<file path="config.mk">
export PLATFORM = sky130hd
export DESIGN_NAME = json_string_unescape
export DESIGN_NICKNAME = d
export VERILOG_FILES = /design/src/jsu_pkg.sv /design/src/jsu_decode.sv /design/src/json_string_unescape.sv
export SDC_FILE = /design/constraint.sdc
export NUM_CORES = 1
export LEC_CHECK = 0
export ABC_AREA = 1
export BUFFER_PORTS_ARGS = -buffer_cell sky130_fd_sc_hd__buf_2
export CAP_MARGIN = 20
export CORE_ASPECT_RATIO = 1.5
export CORE_UTILIZATION = 38
export CTS_BUF_LIST = sky130_fd_sc_hd__clkbuf_4 sky130_fd_sc_hd__clkbuf_8
export DETAILED_ROUTE_END_ITERATION = 12
export PLACE_DENSITY = 0.57
export SYNTH_ARGS = -nofsm -noshare
export SYNTH_HDL_FRONTEND = slang
export SYNTH_SLANG_ARGS = --single-unit
export TNS_END_PERCENT = 5
</file>
<file path="constraint.sdc">
create_clock -name clk -period 3.1 [get_ports clk]
set_input_delay 0.465 -clock clk [delete_from_list [all_inputs] [get_ports clk]]
set_output_delay 0.465 -clock clk [all_outputs]
set_load 0.005 [all_outputs]
</file>
<file path="src/jsu_pkg.sv">
// ----------------------------------------------------------------------------
// jsu_pkg
// shared types and codes of the json string unescaper
// ----------------------------------------------------------------------------
package jsu_pkg;

    typedef enum logic [1:0] {
        PH_WAIT = 2'd0,
        PH_STR  = 2'd1,
        PH_ESC  = 2'd2,
        PH_HEX  = 2'd3
    } phase_t;

    typedef enum logic [1:0] {
        KIND_BYTE = 2'd0,
        KIND_DONE = 2'd1,
        KIND_ERR  = 2'd2
    } kind_t;

    localparam logic [3:0] ERR_NONE      = 4'd0;
    localparam logic [3:0] ERR_NO_QUOTE  = 4'd1;
    localparam logic [3:0] ERR_CONTROL   = 4'd2;
    localparam logic [3:0] ERR_ESC_END   = 4'd3;
    localparam logic [3:0] ERR_BAD_ESC   = 4'd4;
    localparam logic [3:0] ERR_SHORT_U   = 4'd5;
    localparam logic [3:0] ERR_BAD_HEX   = 4'd6;
    localparam logic [3:0] ERR_SURROGATE = 4'd7;
    localparam logic [3:0] ERR_UNTERM    = 4'd8;

    // decoder state carried between words
    typedef struct packed {
        phase_t      phase;
        logic [1:0]  hex_count;
        logic [15:0] accum;
    } dec_state_t;

    // all results of one input word: one to three entries
    typedef struct packed {
        logic [2:0][7:0] bytes;
        logic [1:0]      cnt;
        kind_t           kind;
        logic [3:0]      err;
    } burst_t;

endpackage

</file>
<file path="src/jsu_decode.sv">
// ----------------------------------------------------------------------------
// jsu_decode
// per-word decode: next state and the burst of results of one input word
// ----------------------------------------------------------------------------
module jsu_decode (
    input  jsu_pkg::dec_state_t state,
    input  logic [7:0]          in_byte,
    input  logic                input_end,
    output jsu_pkg::dec_state_t state_next,
    output jsu_pkg::burst_t     burst,
    output logic                has_result
);
    import jsu_pkg::*;

    // hex digit value, bit 4 set when the byte is no hex digit
    function automatic logic [4:0] hex_val(input logic [7:0] b);
        logic [4:0] r;
        r = 5'h10;
        if (b >= 8'h30 && b <= 8'h39)
            r = {1'b0, b[3:0]};
        else if ((b >= 8'h61 && b <= 8'h66) || (b >= 8'h41 && b <= 8'h46))
            r = {1'b0, b[3:0] + 4'd9};
        return r;
    endfunction

    logic [4:0]  hv;
    logic [15:0] cp;

    assign hv = hex_val(in_byte);
    assign cp = {state.accum[11:0], hv[3:0]};

    always_comb
    begin
        state_next  = state;
        burst.bytes = '0;
        burst.cnt   = 2'd1;
        burst.kind  = KIND_ERR;
        burst.err   = ERR_NONE;
        has_result  = 1'b0;

        unique case (state.phase)
            PH_WAIT:
            begin
                if (input_end || in_byte != 8'h22)
                begin
                    has_result = 1'b1;
                    burst.err  = ERR_NO_QUOTE;
                end
                else
                    state_next.phase = PH_STR;
            end
            PH_STR:
            begin
                if (input_end)
                begin
                    has_result = 1'b1;
                    burst.err  = ERR_UNTERM;
                end
                else if (in_byte == 8'h22)
                begin
                    has_result = 1'b1;
                    burst.kind = KIND_DONE;
                end
                else if (in_byte < 8'h20)
                begin
                    has_result = 1'b1;
                    burst.err  = ERR_CONTROL;
                end
                else if (in_byte == 8'h5c)
                    state_next.phase = PH_ESC;
                else
                begin
                    has_result     = 1'b1;
                    burst.kind     = KIND_BYTE;
                    burst.bytes[0] = in_byte;
                end
            end
            PH_ESC:
            begin
                has_result = 1'b1;
                burst.kind = KIND_BYTE;
                state_next.phase = PH_STR;
                if (input_end)
                begin
                    burst.kind = KIND_ERR;
                    burst.err  = ERR_ESC_END;
                end
                else
                begin
                    case (in_byte)
                        8'h22, 8'h5c, 8'h2f: burst.bytes[0] = in_byte;
                        8'h62:               burst.bytes[0] = 8'h08;
                        8'h66:               burst.bytes[0] = 8'h0c;
                        8'h6e:               burst.bytes[0] = 8'h0a;
                        8'h72:               burst.bytes[0] = 8'h0d;
                        8'h74:               burst.bytes[0] = 8'h09;
                        8'h75:
                        begin
                            has_result           = 1'b0;
                            state_next.phase     = PH_HEX;
                            state_next.hex_count = 2'd0;
                            state_next.accum     = '0;
                        end
                        default:
                        begin
                            burst.kind = KIND_ERR;
                            burst.err  = ERR_BAD_ESC;
                        end
                    endcase
                end
            end
            PH_HEX:
            begin
                if (input_end)
                begin
                    has_result = 1'b1;
                    burst.err  = ERR_SHORT_U;
                end
                else if (hv[4])
                begin
                    has_result = 1'b1;
                    burst.err  = ERR_BAD_HEX;
                end
                else if (state.hex_count != 2'd3)
                begin
                    state_next.accum     = cp;
                    state_next.hex_count = state.hex_count + 2'd1;
                end
                else if (cp[15:11] == 5'b11011)
                begin
                    has_result = 1'b1;
                    burst.err  = ERR_SURROGATE;
                end
                else
                begin
                    has_result           = 1'b1;
                    burst.kind           = KIND_BYTE;
                    state_next.phase     = PH_STR;
                    state_next.hex_count = 2'd0;
                    state_next.accum     = '0;
                    if (cp <= 16'h007f)
                        burst.bytes[0] = cp[7:0];
                    else if (cp <= 16'h07ff)
                    begin
                        burst.cnt      = 2'd2;
                        burst.bytes[0] = {3'b110, cp[10:6]};
                        burst.bytes[1] = {2'b10, cp[5:0]};
                    end
                    else
                    begin
                        burst.cnt      = 2'd3;
                        burst.bytes[0] = {4'b1110, cp[15:12]};
                        burst.bytes[1] = {2'b10, cp[11:6]};
                        burst.bytes[2] = {2'b10, cp[5:0]};
                    end
                end
            end
            default:
            begin
                state_next.phase = PH_WAIT;
            end
        endcase

        // every error and every completion drops back to waiting
        if (has_result && burst.kind != KIND_BYTE)
        begin
            state_next.phase     = PH_WAIT;
            state_next.hex_count = 2'd0;
            state_next.accum     = '0;
        end
    end

endmodule

</file>
<file path="src/json_string_unescape.sv">
// ----------------------------------------------------------------------------
// json_string_unescape
// streaming decoder for one json string literal into utf-8 bytes
// ----------------------------------------------------------------------------
// usage
//   input stream s_axis: one text byte per word in tdata, tuser set marks
//   the end of the text (the byte is then ignored). the first byte must be
//   the opening quote.
//   output stream m_axis: decoded bytes (tuser 0), a completion word at the
//   closing quote (tuser 1) or an error word (tuser 2, code in tdata[11:8]).
//   tlast marks the final result word caused by one input word.
// timing
//   one input word per cycle while the receiver does not stall. the decode
//   is done on the accepted word in the same cycle and the burst of one to
//   three results lands in a staging register at the accepting edge; it
//   moves on to the output register once that register is free, and the
//   first result is offered from there. the output register sends one word
//   per cycle, so only a \u escape that expands to two or three utf-8 bytes
//   holds the input back.
// reset and stall
//   reset returns the decoder to waiting for an opening quote and empties
//   both registers. while the receiver stalls, the output holds; input words
//   that give no result are still taken, and one word with results is taken
//   into the staging register before the input stalls.
// ----------------------------------------------------------------------------
module json_string_unescape (
    input  logic        clk,
    input  logic        rst_n,
    // input stream
    input  logic        s_axis_tvalid,
    output logic        s_axis_tready,
    input  logic [7:0]  s_axis_tdata,   // [7:0] in_byte
    input  logic        s_axis_tuser,   // [0] input_end
    // output stream
    output logic        m_axis_tvalid,
    input  logic        m_axis_tready,
    output logic [15:0] m_axis_tdata,   // [7:0] out_byte, [11:8] error_code, rest zero
    output logic [1:0]  m_axis_tuser,   // [1:0] kind
    output logic        m_axis_tlast    // [0] last
);
    import jsu_pkg::*;

    dec_state_t state_reg, state_next;
    burst_t     dec_burst;
    logic       dec_has;

    // staging register and output register, each one burst
    burst_t     stg_reg;
    logic       stg_valid_reg;
    burst_t     out_reg;
    logic       out_valid_reg;
    logic [1:0] idx_reg;

    logic s_fire, m_fire, out_done, out_free, stg_move, last_word;

    jsu_decode u_decode (
        .state      (state_reg),
        .in_byte    (s_axis_tdata),
        .input_end  (s_axis_tuser),
        .state_next (state_next),
        .burst      (dec_burst),
        .has_result (dec_has)
    );

    // handshake bookkeeping
    assign last_word     = (idx_reg == out_reg.cnt - 2'd1);
    assign m_fire        = m_axis_tvalid && m_axis_tready;
    assign out_done      = m_fire && last_word;
    assign out_free      = !out_valid_reg || out_done;
    assign stg_move      = stg_valid_reg && out_free;
    assign s_axis_tready = !stg_valid_reg || stg_move;
    assign s_fire        = s_axis_tvalid && s_axis_tready;

    // decoder state advances on every accepted word
    always_ff @(posedge clk or negedge rst_n)
    begin
        if (!rst_n)
        begin
            state_reg.phase     <= PH_WAIT;
            state_reg.hex_count <= 2'd0;
            state_reg.accum     <= '0;
        end
        else if (s_fire)
            state_reg <= state_next;
    end

    // control of the two burst registers
    always_ff @(posedge clk or negedge rst_n)
    begin
        if (!rst_n)
        begin
            stg_valid_reg <= 1'b0;
            out_valid_reg <= 1'b0;
            idx_reg       <= 2'd0;
        end
        else
        begin
            stg_valid_reg <= (stg_valid_reg && !stg_move) || (s_fire && dec_has);
            if (stg_move)
            begin
                out_valid_reg <= 1'b1;
                idx_reg       <= 2'd0;
            end
            else if (out_done)
                out_valid_reg <= 1'b0;
            else if (m_fire)
                idx_reg <= idx_reg + 2'd1;
        end
    end

    // burst payload, no reset needed
    always_ff @(posedge clk)
    begin
        if (s_fire && dec_has)
            stg_reg <= dec_burst;
        if (stg_move)
            out_reg <= stg_reg;
    end

    // present the current entry of the output burst
    assign m_axis_tvalid = out_valid_reg;
    assign m_axis_tdata  = {4'd0, out_reg.err, out_reg.bytes[idx_reg]};
    assign m_axis_tuser  = out_reg.kind;
    assign m_axis_tlast  = last_word;

endmodule

</file>
Word level (Yosys, flattened, before mapping)
Index checks and enable logic that the tools add are counted.
W data, S select, Z words.
{"block": "classes", "div": 0, "eq_ne": 29, "reduce_logical": 30, "multipliers": 0, "n_lt_le_gt_ge": 10, "addsub": 4, "shift": 0, "bitwise_logic": 1, "n_mux": 65}
{"operator": "$mux W20", "count": 6}
{"operator": "$mux W8", "count": 8}
{"operator": "$eq A8 B7 Y1 const B", "count": 7}
{"operator": "$pmux W8 S6", "count": 1}
{"operator": "$mux W12", "count": 3}
{"operator": "$pmux W18 S2", "count": 1}
{"operator": "$mux W16", "count": 2}
{"operator": "$mux W2", "count": 15}
{"operator": "$pmux W8 S3", "count": 1}
{"operator": "$mux W18", "count": 1}
{"operator": "$ne A3 B3 Y1 const B", "count": 6}
{"operator": "$bmux W8 S2", "count": 1}
{"operator": "$eq A8 B6 Y1 const B", "count": 2}
{"operator": "$ge A8 B7 Y1 const B", "count": 2}
{"operator": "$le A16 B11 Y1 const B", "count": 1}
{"operator": "$le A16 B7 Y1 const B", "count": 1}
{"operator": "$le A8 B7 Y1 const B", "count": 2}
{"operator": "$mux W4", "count": 4}
{"operator": "$pmux W4 S4", "count": 1}
{"operator": "$mux W1", "count": 13}
{"operator": "$mux W6", "count": 2}
{"operator": "$ne A3 B2 Y1 const B", "count": 4}
{"operator": "$logic_and A1 B1 Y1", "count": 10}
{"operator": "$mux W5", "count": 2}
{"operator": "33 further kinds", "count": 43}
{"block": "totals", "input_bits": 13, "romBits": 0, "n_memories": 0, "wordCells": 158, "regBits": 84, "output_inout_bits": 21, "mem_bits_rw": 0, "latch_bits": 0}

Depth between registers and ports, before layout
Gate-level depths: netlist (run 1).
{"block": "logic_depth", "depth_word": 17, "mapped_depth": 17, "depth_no_buf": 16}

By module
From an unflattened synthesis (run 1), not the netlist that was laid out.
{"block": "hier_totals", "hier_cells": 555, "hier_area_um2": 4862.2}
{"mod": "json_string_unescape", "area_per_inst_um2": 3233.1, "n_inst": 1, "cells_per_inst": 235, "seq_area_each_um2": 2522.4}
{"mod": "jsu_decode", "area_per_inst_um2": 1629.1, "n_inst": 1, "cells_per_inst": 320, "seq_area_each_um2": 0.0}

Worst setup path before layout (run 1)
OpenSTA, ideal clock, no wires.
{"block": "synth_path", "path_type": "register to register", "startpoint": "reg out_reg[7] (netlist bit)", "endpoint": "reg out_reg, in the netlist m_axis_tdata[10] (enable)", "setup_time_ns": 0.417, "synth_period_minus_slack_ns": 2.725, "required_ns": 2.683, "arrival_ns": 2.308, "path_buffers": 0, "path_stages_with_launch": 8, "slack_ns": 0.375, "cell_sequence": "edfxtp_1 > xnor2_1 > nor2_1 > a21oi_2 > nand3_1 > nand2_1 > inv_2 > nor2_1"}
{"block": "synth_via", "elab_chain_cells": 5}
{"item": "start: declaration", "line_no": "json_string_unescape.sv:50", "source": "burst_t out_reg;"}
{"item": "start signal: assignment", "line_no": "json_string_unescape.sv:117", "source": "out_reg <= stg_reg;"}
{"item": "$sub A2 B1 Y2", "line_no": "json_string_unescape.sv:66", "source": "assign last_word = (idx_reg == out_reg.cnt - 2'd1);"}
{"item": "$eq A2 B2 Y1", "line_no": "json_string_unescape.sv:66"}
{"item": "named net m_axis_tlast", "line_no": "json_string_unescape.sv:39", "source": "output logic m_axis_tlast"}
{"item": "$logic_and A1 B1 Y1", "line_no": "json_string_unescape.sv:68", "source": "assign out_done = m_fire && last_word;"}
{"item": "$logic_or A1 B1 Y1", "line_no": "json_string_unescape.sv:69", "source": "assign out_free = !out_valid_reg || out_done;"}
{"item": "$logic_and A1 B1 Y1", "line_no": "json_string_unescape.sv:70", "source": "assign stg_move = stg_valid_reg && out_free;"}
{"item": "named net stg_move", "line_no": "json_string_unescape.sv:54", "source": "logic s_fire, m_fire, out_done, out_free, stg_move, last_word;"}
The timed path passes the listed nets, and every way through them passes these cells.
A chain may end at the register's enable or synchronous reset.

Worst setup path in the final report (run 1)
{"block": "layout_path", "startpoint": "reg idx_reg[1]", "endpoint": "reg stg_reg[26] (netlist bit) (enable)"}
{"block": "layout_via", "elab_chain_cells": 7}
{"item": "start: declaration", "line_no": "json_string_unescape.sv:52", "source": "logic [1:0] idx_reg;"}
{"item": "start signal: assignment", "line_no": "json_string_unescape.sv:107", "source": "idx_reg <= idx_reg + 2'd1;"}
{"item": "$eq A2 B2 Y1", "line_no": "json_string_unescape.sv:66"}
{"item": "$logic_and A1 B1 Y1", "line_no": "json_string_unescape.sv:68"}
{"item": "$logic_or A1 B1 Y1", "line_no": "json_string_unescape.sv:69"}
{"item": "$logic_and A1 B1 Y1", "line_no": "json_string_unescape.sv:70"}
{"item": "$logic_or A1 B1 Y1", "line_no": "json_string_unescape.sv:71", "source": "assign s_axis_tready = !stg_valid_reg || stg_move;"}
{"item": "$logic_and A1 B1 Y1", "line_no": "json_string_unescape.sv:72", "source": "assign s_fire = s_axis_tvalid && s_axis_tready;"}
{"item": "$logic_and A1 B1 Y1", "line_no": "json_string_unescape.sv:114", "source": "if (s_fire && dec_has)"}
{"item": "end signal: assignment", "line_no": "json_string_unescape.sv:115", "source": "stg_reg <= dec_burst;"}
{"item": "end: declaration", "line_no": "json_string_unescape.sv:48", "source": "burst_t stg_reg;"}
No other way between the ends.

==> results.json, run 1 <==
{
  "synthMuxAreaShare": 0,
  "finalCritPeriodShare": 0.779,
  "worstPathMaxFanout": 29,
  "fmax_mhz": 414,
  "clk_pin_slew_ns": 0.09,
  "synth.area.top_cells": "edfxtp_1 (42%), dfrtp_1 (12%), nand2_1 (9.1%)",
  "post_cts_buffers": 0,
  "vias": 3295,
  "first_pass_iters": 4,
  "synth_top_area_cell": "edfxtp_1",
  "async_reset_ff_frac": 0.256,
  "die_w_um": 87.7,
  "holdBufCountCts": 0,
  "dr_wl_met2_um": 5410,
  "critPathLaunchType": "register",
  "dp.cells": 621,
  "cts_sinks": 78,
  "worstSkewPairLatency_ns": 0.35,
  "synth_most_common_cell": "nand2_1",
  "die-area_um2": 11500,
  "synth_flop_cell": "edfxtp_1",
  "die_h_um": 131,
  "hp-class": "input port to asynchronous set/reset pin",
  "gp_congestion": 0.956,
  "dp_slack_ns": 0.521,
  "grt_use_total": 0.183,
  "hold_ws_ns": 0.0557,
  "yosys_register_bits": 78,
  "final_nets": 511,
  "synth_top_area_frac": 0.416,
  "timing.final.ws_setup_ns": 0.686,
  "core_area_um2": 10600,
  "fin_util": 0.438,
  "setup_viol": 0,
  "cts.path.max_buffers": 2,
  "drv_slew": 0,
  "cts-root-buf": "clkbuf_8",
  "cts_inserted_buffers": 9,
  "leakage_nw": 1.89,
  "port_buffers": 29,
  "regArea_um2": 2240,
  "vias_per_cell": 5.17,
  "rows": 46,
  "synth-seq-area-share": 0.535,
  "highest_layer": "met4",
  "ioPinCount": 34,
  "cts_tree": "built",
  "synth_area_um2": 4190,
  "syn_avg_cell_area_um2": 9.03,
  "dp_hpwl_um": 7550,
  "synth_compound_area_frac": 0.0911,
  "ir_drop_mv": 0.281,
  "synth-edff-count": 58,
  "post_drt_wl_per_cell_um": 15.7,
  "syn_to_final_growth_pct": 11.4,
  "multi_input_area_um2": 1620,
  "fillers": 1059,
  "setup.worst_path.end_class": "register",
  "drc_errors": 0,
  "h-tree-depth": 3,
  "synthTopCellsByCount": "nand2_1 (101), edfxtp_1 (58), nor2_1 (51)",
  "power_density_nw_per_um2": 799,
  "final_layout_size_suffix_gt1_frac": 0.162,
  "ys_warn_count": 0,
  "antenna_found_initial": 0,
  "grt_max_degree": 31,
  "fin_crit_ns": 2.41,
  "met3_length_um": 232,
  "antenna_cells": 0,
  "synthSimpleGateAreaFrac": 0.259,
  "critical_path_class": "register to register",
  "synthAdderAreaFrac": 0.0299,
  "maxCapViolCount": 0,
  "drtAntennaViolNets": 0,
  "timing.setup.tns_ns": 0,
  "synthXorXnorAreaFrac": 0.00209,
  "syn_inst": 464,
  "initial_core_util": 0.393,
  "ctsResizeCount": 0,
  "grt_setup_unrepaired": "no",
  "initialDrtViolationCount": 198,
  "final_hold_viol_count": 0,
  "instances_no_fill": 637,
  "synth_cell_type_count": 38,
  "wl_um": 9980,
  "grt_pass1_wl_um": 15400,
  "dpl_cell_area_um2": 4420,
  "overflow": 0,
  "power.total_mw": 3.73,
  "largest_reg_flops": 29,
  "grt_pass1_vias": 3081,
  "synth_top_family_by_area": "simple AND/OR/NAND/NOR gates",
  "worstMarginPinSlew_ns": 0.564,
  "slew_headroom": 0.620,
  "wl_met1_um": 3940,
  "worstPathRequired_ns": 3.10,
  "skew_ns": 0.0171,
  "post-route-cell-area_um2": 4670,
  "cp.arrival_ns": 2.42,
  "status": "finished, final reports clean"
}
[worst paths after layout]
kind,cells past startpoint,start,slack [ns],endpoint
max,12,idx_reg[1]$_DFFE_PN0P_,0.69,stg_reg[26]$_SDFFCE_PP0P_
min,1,rst_n,0.06,state_reg[6]$_DFFE_PN0P_
max reg2reg,12,idx_reg[1]$_DFFE_PN0P_,0.69,stg_reg[26]$_SDFFCE_PP0P_
min reg2reg,0,stg_reg[26]$_SDFFCE_PP0P_,0.41,out_reg[26]$_DFFE_PP_
max in group asynchronous,1,rst_n,2.72,state_reg[0]$_DFFE_PN0P_
min in group clk,0,stg_reg[26]$_SDFFCE_PP0P_,0.41,out_reg[26]$_DFFE_PP_
[cells in the final DEF (no fill, tap or decap), types with 3 or more instances in the layout]
master,Yosys,layout
nor2_1,51,50
buf_2,6,29
o22ai_1,7,7
a21oi_1,11,11
buf_4,10,7
ha_1,10,10
nand3_2,3,3
nor2_2,5,6
nand3_1,33,33
nand2_1,101,101
inv_1,41,41
clkbuf_8,0,9
conb_1,1,4
edfxtp_1,58,58
nor3_1,15,15
nand4_1,20,20
bufinv_16,0,3
a31oi_1,6,6
dfrtp_1,20,20
inv_2,6,6
o21ai_0,25,25
nand2_2,4,4
o31ai_1,4,4
[per-layer routing]
layer,GRT usage,vias up
met5,0,-
met4,0.100,0
met3,0.0245,29
met2,0.340,89
met1,0.197,1567
li1,-,1610
[area by class of cell]
cell class                      instances  share of cell area
Timing Repair Buffer                   36              0.0424
Inverter                               49              0.0399
Multi-Input combinational cell        314               0.346
Sequential cell                        78               0.480
Tap cell                              144              0.0386
Clock buffer                            9              0.0265
Clock inverter                          7              0.0257
[power breakdown]
group          internal (mW)  switching [mW]
clock                  0.539           0.372
sequential              1.53           0.127
combinational          0.359           0.800
[critical path, stage by stage (launching register included)]
cell	delay, ns
dfrtp_1	0.51
xnor2_1	0.30
nor2_1	0.08
a21oi_2	0.15
nand3_1	0.09
nand2_1	0.10
inv_2	0.05
nand2_1	0.16
nand2_1	0.08
clkinv_1	0.09
nand2_1	0.08
inv_1	0.05
buf_4	0.32
[cells by family after synthesis]
family / count (synthesis)
simple gates: 237
flops: 78
buf+inv: 75
compound gates: 62
fa+ha+maj: 10
xor+xnor: 1
other cells: 1
Note: power is estimated with default switching activity, not from simulation.
==> run 2: changes to the inputs <==
==> constraint.sdc (replaced) <==
create_clock -name clk -period 2.5 [get_ports clk]
set_input_delay 0.375 -clock clk [delete_from_list [all_inputs] [get_ports clk]]
set_output_delay 0.375 -clock clk [all_outputs]
set_load 0.005 [all_outputs]
==> run 2 against run 1 <==
  * Flip-flop and latch count is the same
  * Non-clock buffer count grew 11
  * Setup slack lost 0.35 ns
  * Power grew 17%
  * Wire length shrank 0.24%
  * Clock skew shrank 0.0073 ns
  * Hold slack gained 0.31 ns
  * Count of clock-buffer cells in the layout grew 1
  * Critical endpoint is now stg_reg[0]$_DFFE_PP_
==> results.json, run 2 (same netlist as run 1, synthesis figures left out) <==
{
  "status": "finished, final reports clean",
  "cts.path.max_buffers": 2,
  "critPathLaunchType": "register",
  "pwr-share-seq": 0.465,
  "fillers": 1085,
  "die-area_um2": 11500,
  "dp.cells": 631,
  "post-route-cell-area_um2": 4680,
  "ctsResizeCount": 0,
  "worstPathRequired_ns": 2.54,
  "grt_max_degree": 31,
  "die_w_um": 87.7,
  "port_buffers": 29,
  "grt_pass1_wl_um": 15700,
  "die_h_um": 131,
  "holdBufCountCts": 1,
  "hp-class": "input port to register",
  "finalCritPeriodShare": 0.865,
  "slew_headroom": 0.657,
  "final_layout_size_suffix_gt1_frac": 0.175,
  "initialDrtViolationCount": 194,
  "critPathMaxStageDelay_ns": 0.40,
  "swShare": 0.360,
  "vias_per_cell": 5.06,
  "syn_to_final_growth_pct": 11.7,
  "leakage_nw": 1.90,
  "antenna_found_initial": 0,
  "grt_use_total": 0.186,
  "initial_core_util": 0.393,
  "critical_path_class": "register to register",
  "grt_pass1_vias": 3160,
  "worstPathMaxFanout": 29,
  "vias": 3271,
  "drtAntennaViolNets": 0,
  "dp_slack_ns": 0.124,
  "cts_tree": "built",
  "worstSkewPairLatency_ns": 0.34,
  "timing.setup.tns_ns": 0,
  "dp_hpwl_um": 7770,
  "ir_drop_mv": 0.378,
  "clk_pin_slew_ns": 0.08,
  "core_area_um2": 10600,
  "worstMarginPinSlew_ns": 0.510,
  "hold_ws_ns": 0.370,
  "crit_chain": "inv_1 > ha_1 > nor2_1 > a21boi_0 > nor2_1 > nand2_1 > nand2_1 > nand2_2 > nand2_1 > inv_1 > buf_12",
  "h-tree-depth": 3,
  "setup_viol": 0,
  "pwr-share-clk": 0.177,
  "p_int_mw": 2.79,
  "cts-root-buf": "clkbuf_8",
  "wl_um": 9960,
  "gp_congestion": 0.945,
  "ioPinCount": 34,
  "fmax_mhz": 463,
  "post_drt_wl_per_cell_um": 15.4,
  "most-common-layout-cells": "nand2_1 (101), edfxtp_1 (58), nor2_1 (50)",
  "power_density_nw_per_um2": 931,
  "skew_ns": 0.00982,
  "drv_slew": 0,
  "final_nets": 522,
  "final_hold_viol_count": 0,
  "fin_crit_ns": 2.16,
  "antenna_cells": 0,
  "cp_slowest_cell": "dfrtp_1",
  "critical_path.most_common_cell": "nand2_1",
  "largest_reg_flops": 29,
  "final_common_cell": "nand2_1",
  "p_sw_mw": 1.57,
  "cts_sinks": 78,
  "first_pass_iters": 5,
  "post_cts_buffers": 0,
  "grt_setup_unrepaired": "no",
  "timing.final.ws_setup_ns": 0.339,
  "instances_no_fill": 647,
  "overflow": 0,
  "cts_inserted_buffers": 9,
  "maxCapViolCount": 0,
  "setup.worst_path.end_class": "register",
  "drc_errors": 0,
  "cp.arrival_ns": 2.20,
  "combPwrFrac": 0.358,
  "dpl_cell_area_um2": 4510,
  "rows": 46
}
[run 2: cell types whose count changed in the layout (fill, tap and decap cells not counted), sizes merged]
cell         change
clkinv           +1
dlygate4sd3      +1
inv              -2
buf             +10
clkbuf           +1
bufinv           -3
clkinvlp         +2
[run 2: critical path, delay by kind of cell (launching register included)]
kind,cells,cell delay [ns]
buf+inv,3,0.38
fa+ha+maj,1,0.30
flops,1,0.40
simple gates,6,0.57
compound gates,1,0.20
[run 2: per-layer routing]
layer	routed length [um]	share of wire	GRT usage	vias to the layer above
met5	0	0	0	-
met4	393	0.039	0.113	0
met3	306	0.031	0.0333	23
met2	5390	0.54	0.343	91
met1	3870	0.39	0.192	1519
li1	-	-	-	1638
[run 2: worst paths after layout]
| check | from | endpoint | slack [ns] | depth (start not counted) |
|---|---|---|---|---|
| setup reg to reg | state_reg[18]$_DFFE_PN0P_ | stg_reg[0]$_DFFE_PP_ | 0.34 | 11 |
| hold reg to reg | stg_reg[11]$_DFFE_PP_ | out_reg[11]$_DFFE_PP_ | 0.42 | 0 |
| hold / removal | m_axis_tready | m_axis_tvalid$_DFFE_PN0P_ | 0.37 | 4 |
| max in group asynchronous | rst_n | state_reg[11]$_DFFE_PN0P_ | 1.66 | 2 |
| min in group asynchronous | rst_n | m_axis_tvalid$_DFFE_PN0P_ | 0.52 | 2 |
| setup / recovery | state_reg[18]$_DFFE_PN0P_ | stg_reg[0]$_DFFE_PP_ | 0.34 | 11 |
[run 2: area by class of cell]
| cell class | count | area, um2 | share of cell area |
|---|---|---|---|
| flip-flops and latches | 78 | 2240 | 0.479 |
| multi-input cells | 314 | 1620 | 0.345 |
| repair buffers | 47 | 295 | 0.0631 |
| inverters | 49 | 186 | 0.0398 |
| well taps | 144 | 180 | 0.0385 |
| clock buffers | 10 | 131 | 0.0281 |
| clock inverters | 5 | 27.5 | 0.00588 |
[run 2: through the flow]
| stage | util | power (mW) |
|---|---|---|
| 5_1_grt | 0.439 | 4.66 |
| 4_1_cts | 0.439 | 4.42 |
| 2_1_floorplan | - | 3.09 |
| 3_3_place_gp | 0.424 | 3.61 |
| 3_5_place_dp | 0.424 | 3.64 |
| 6_report | 0.439 | 4.36 |
[run 2: power by group through the flow]
stage / registers [mW] / clock network, mW / logic, mW
floorplan: 2.01 / 0 / 1.08
global placement: 2.05 / 0 / 1.56
detailed placement: 2.06 / 0 / 1.58
CTS: 2.03 / 0.805 / 1.58
global route: 2.06 / 0.850 / 1.74
finish: 2.03 / 0.769 / 1.56
==> run 3: changes to the inputs <==
--- a/config.mk
+++ b/config.mk
@@ -9,10 +9,12 @@
 export BUFFER_PORTS_ARGS = -buffer_cell sky130_fd_sc_hd__buf_2
 export CAP_MARGIN = 20
 export CORE_ASPECT_RATIO = 1.5
+export CORE_MARGIN = 8
 export CORE_UTILIZATION = 38
 export CTS_BUF_LIST = sky130_fd_sc_hd__clkbuf_4 sky130_fd_sc_hd__clkbuf_8
 export DETAILED_ROUTE_END_ITERATION = 12
 export PLACE_DENSITY = 0.57
+export RECOVER_POWER = 100
 export SYNTH_ARGS = -nofsm -noshare
 export SYNTH_HDL_FRONTEND = slang
 export SYNTH_SLANG_ARGS = --single-unit
==> run 3 against run 2 <==
  * Sequential share of layout area is 0.23 points lower
  * First-iteration DRC count down 16%
  * Register-to-register slack got worse by 0.11 ns
  * Global-route usage decreased by 4.0 points
  * Largest power group unchanged
  * Highest routed layer unchanged
==> results.json, run 3 (same netlist as run 1, synthesis figures left out) <==
{
  "status": "finished, final reports clean",
  "antenna_found_initial": 0,
  "vias": 3298,
  "timing.final.ws_setup_ns": 0.227,
  "worstPathMaxFanout": 7,
  "ioPinCount": 34,
  "power.total_mw": 4.48,
  "setup.worst_path.end_class": "register",
  "gp_congestion": 0.949,
  "cp.arrival_ns": 2.56,
  "h-tree-depth": 3,
  "fmax_mhz": 440,
  "drc_errors": 0,
  "finalCritPeriodShare": 0.909,
  "cts.path.max_buffers": 2,
  "final_common_cell": "nand2_1",
  "ctsResizeCount": 0,
  "power_density_nw_per_um2": 952,
  "critical_path_class": "register to register",
  "r2r_slack_ns": 0.23,
  "hold_end": "m_axis_tvalid$_DFFE_PN0P_",
  "slew_headroom": 0.233,
  "die-area_um2": 14700,
  "dpl_cell_area_um2": 4550,
  "cp_slowest_cell": "dfrtp_1",
  "initialDrtViolationCount": 163,
  "post-route-cell-area_um2": 4700,
  "wl_um": 10200,
  "largest_reg_flops": 29,
  "worstMarginPinSlew_ns": 1.15,
  "cts_sinks": 78,
  "most-common-layout-cells": "nand2_1 (101), edfxtp_1 (58), nor2_1 (52)",
  "cts_tree": "built",
  "drtAntennaViolNets": 0,
  "grt_setup_unrepaired": "no",
  "ir_drop_mv": 0.381,
  "rows": 47,
  "fin_crit_ns": 2.27,
  "die_h_um": 145,
  "first_pass_iters": 5,
  "timing.setup.tns_ns": 0,
  "critPathLaunchType": "register",
  "grt_use_total": 0.146,
  "final_hold_viol_count": 0,
  "syn_to_final_growth_pct": 12.2,
  "drv_slew": 0,
  "port_buffers": 29,
  "grt_pass1_vias": 3325,
  "antenna_cells": 0,
  "final_layout_size_suffix_gt1_frac": 0.143,
  "cts_inserted_buffers": 9,
  "timing.rr.start": "state_reg[18]$_DFFE_PN0P_",
  "worstPathRequired_ns": 2.78,
  "dp_hpwl_um": 8120,
  "die_w_um": 102,
  "clk_pin_slew_ns": 0.08,
  "core_area_um2": 10900,
  "skew_ns": 0.00949,
  "dp_slack_ns": 0.123,
  "worstSkewPairLatency_ns": 0.34,
  "post_cts_buffers": 0,
  "critical_path.most_common_cell": "nand2_1",
  "cts-root-buf": "clkbuf_8",
  "r2r-end": "state_reg[3]$_DFFE_PN0P_",
  "initial_core_util": 0.385,
  "grt_pass1_wl_um": 16200,
  "vias_per_cell": 5.03,
  "grt_max_degree": 31,
  "leakage_nw": 1.89,
  "maxCapViolCount": 0,
  "rr_worst_depth": 13,
  "hold_depth": 4,
  "setup_viol": 0,
  "final_nets": 527,
  "post_drt_wl_per_cell_um": 15.5,
  "critPathMaxStageDelay_ns": 0.42,
  "overflow": 0,
  "hp-class": "input port to register",
  "hold_path_startpoint": "m_axis_tready",
  "crit_chain": "inv_1 > ha_1 > buf_4 > nand2_1 > nand3_1 > a21oi_1 > nand4_4 > nand2_4 > inv_2 > o21ai_4 > clkbuf_2 > nand2_1 > nand2_1"
}
-- run 3: cell count changes in the layout (fill, tap and decap cells not counted), sizes merged --
cell	delta
clkinvlp	-1
bufinv	+1
buf	-16
clkbuf	+22
-- run 3: per-layer routing --
| layer | vias up | part of all wire | GRT usage |
|---|---|---|---|
| li1 | 1651 | - | - |
| met1 | 1524 | 0.38 | 0.145 |
| met2 | 95 | 0.54 | 0.265 |
| met3 | 28 | 0.033 | 0.0207 |
| met4 | 0 | 0.048 | 0.110 |
| met5 | - | 0 | 0 |
-- run 3: layout make-up --
cell class / instances / area, um2
clock buffer: 11 / 145
clock inverter: 5 / 60.1
fill: 1110 / 6180
inverter: 49 / 186
multi-input combinational: 314 / 1590
sequential: 78 / 2240
tap: 147 / 184
timing repair buffer: 52 / 293
-- run 3: metrics by stage --
| step | std cells | util | hold WS [ns] |
|---|---|---|---|
| after floorplan | 467 | - | 0.0794 |
| after global placement | 639 | 0.418 | 0.351 |
| after detailed placement | 639 | 0.418 | 0.354 |
| after CTS | 656 | 0.438 | 0.352 |
| after global routing | 656 | 0.432 | 0.404 |
| final | 656 | 0.432 | 0.345 |
-- run 3: what timing repair did --
action | 4_1_cts | 5_1_grt
hold endpoints to repair | 20 | 0
endpoints found under the setup margin | 0 | 0
hold buffers | 1 | 0
-- run 3: how the worst max path moves through the flow --
| stage | startpoint | endpoint | slack [ns] | cells after the start |
|---|---|---|---|---|
| after floorplan | out_reg[7]$_DFFE_PP_ | stg_reg[0]$_DFFE_PP_ | -0.09 | 12 |
| after global placement | s_axis_tdata[0] | state_reg[8]$_DFFE_PN0P_ | 0.21 | 16 |
| after detailed placement | s_axis_tdata[0] | state_reg[3]$_DFFE_PN0P_ | 0.12 | 16 |
| after CTS | out_reg[7]$_DFFE_PP_ | s_axis_tready | 0.27 | 8 |
| after global routing | s_axis_tdata[0] | stg_reg[19]$_SDFFCE_PP0P_ | 0.04 | 13 |
| final | state_reg[18]$_DFFE_PN0P_ | state_reg[3]$_DFFE_PN0P_ | 0.23 | 13 |
-- run 3: where the power goes --
group	internal, mW	switching (mW)	total, mW
sequential	1.91	0.122	2.03
clock	0.501	0.437	0.938
combinational	0.482	1.03	1.51
total	2.89	1.59	4.48
-- run 3: critical path, delay by kind of cell (launching register included) --
| kind | cells | cell delay, ns |
|---|---|---|
| DFF | 1 | 0.42 |
| AOI/OAI and AO/OA | 2 | 0.39 |
| buffers and inverters | 4 | 0.54 |
| adders and majority gates | 1 | 0.27 |
| and+or+nand+nor | 6 | 0.59 |
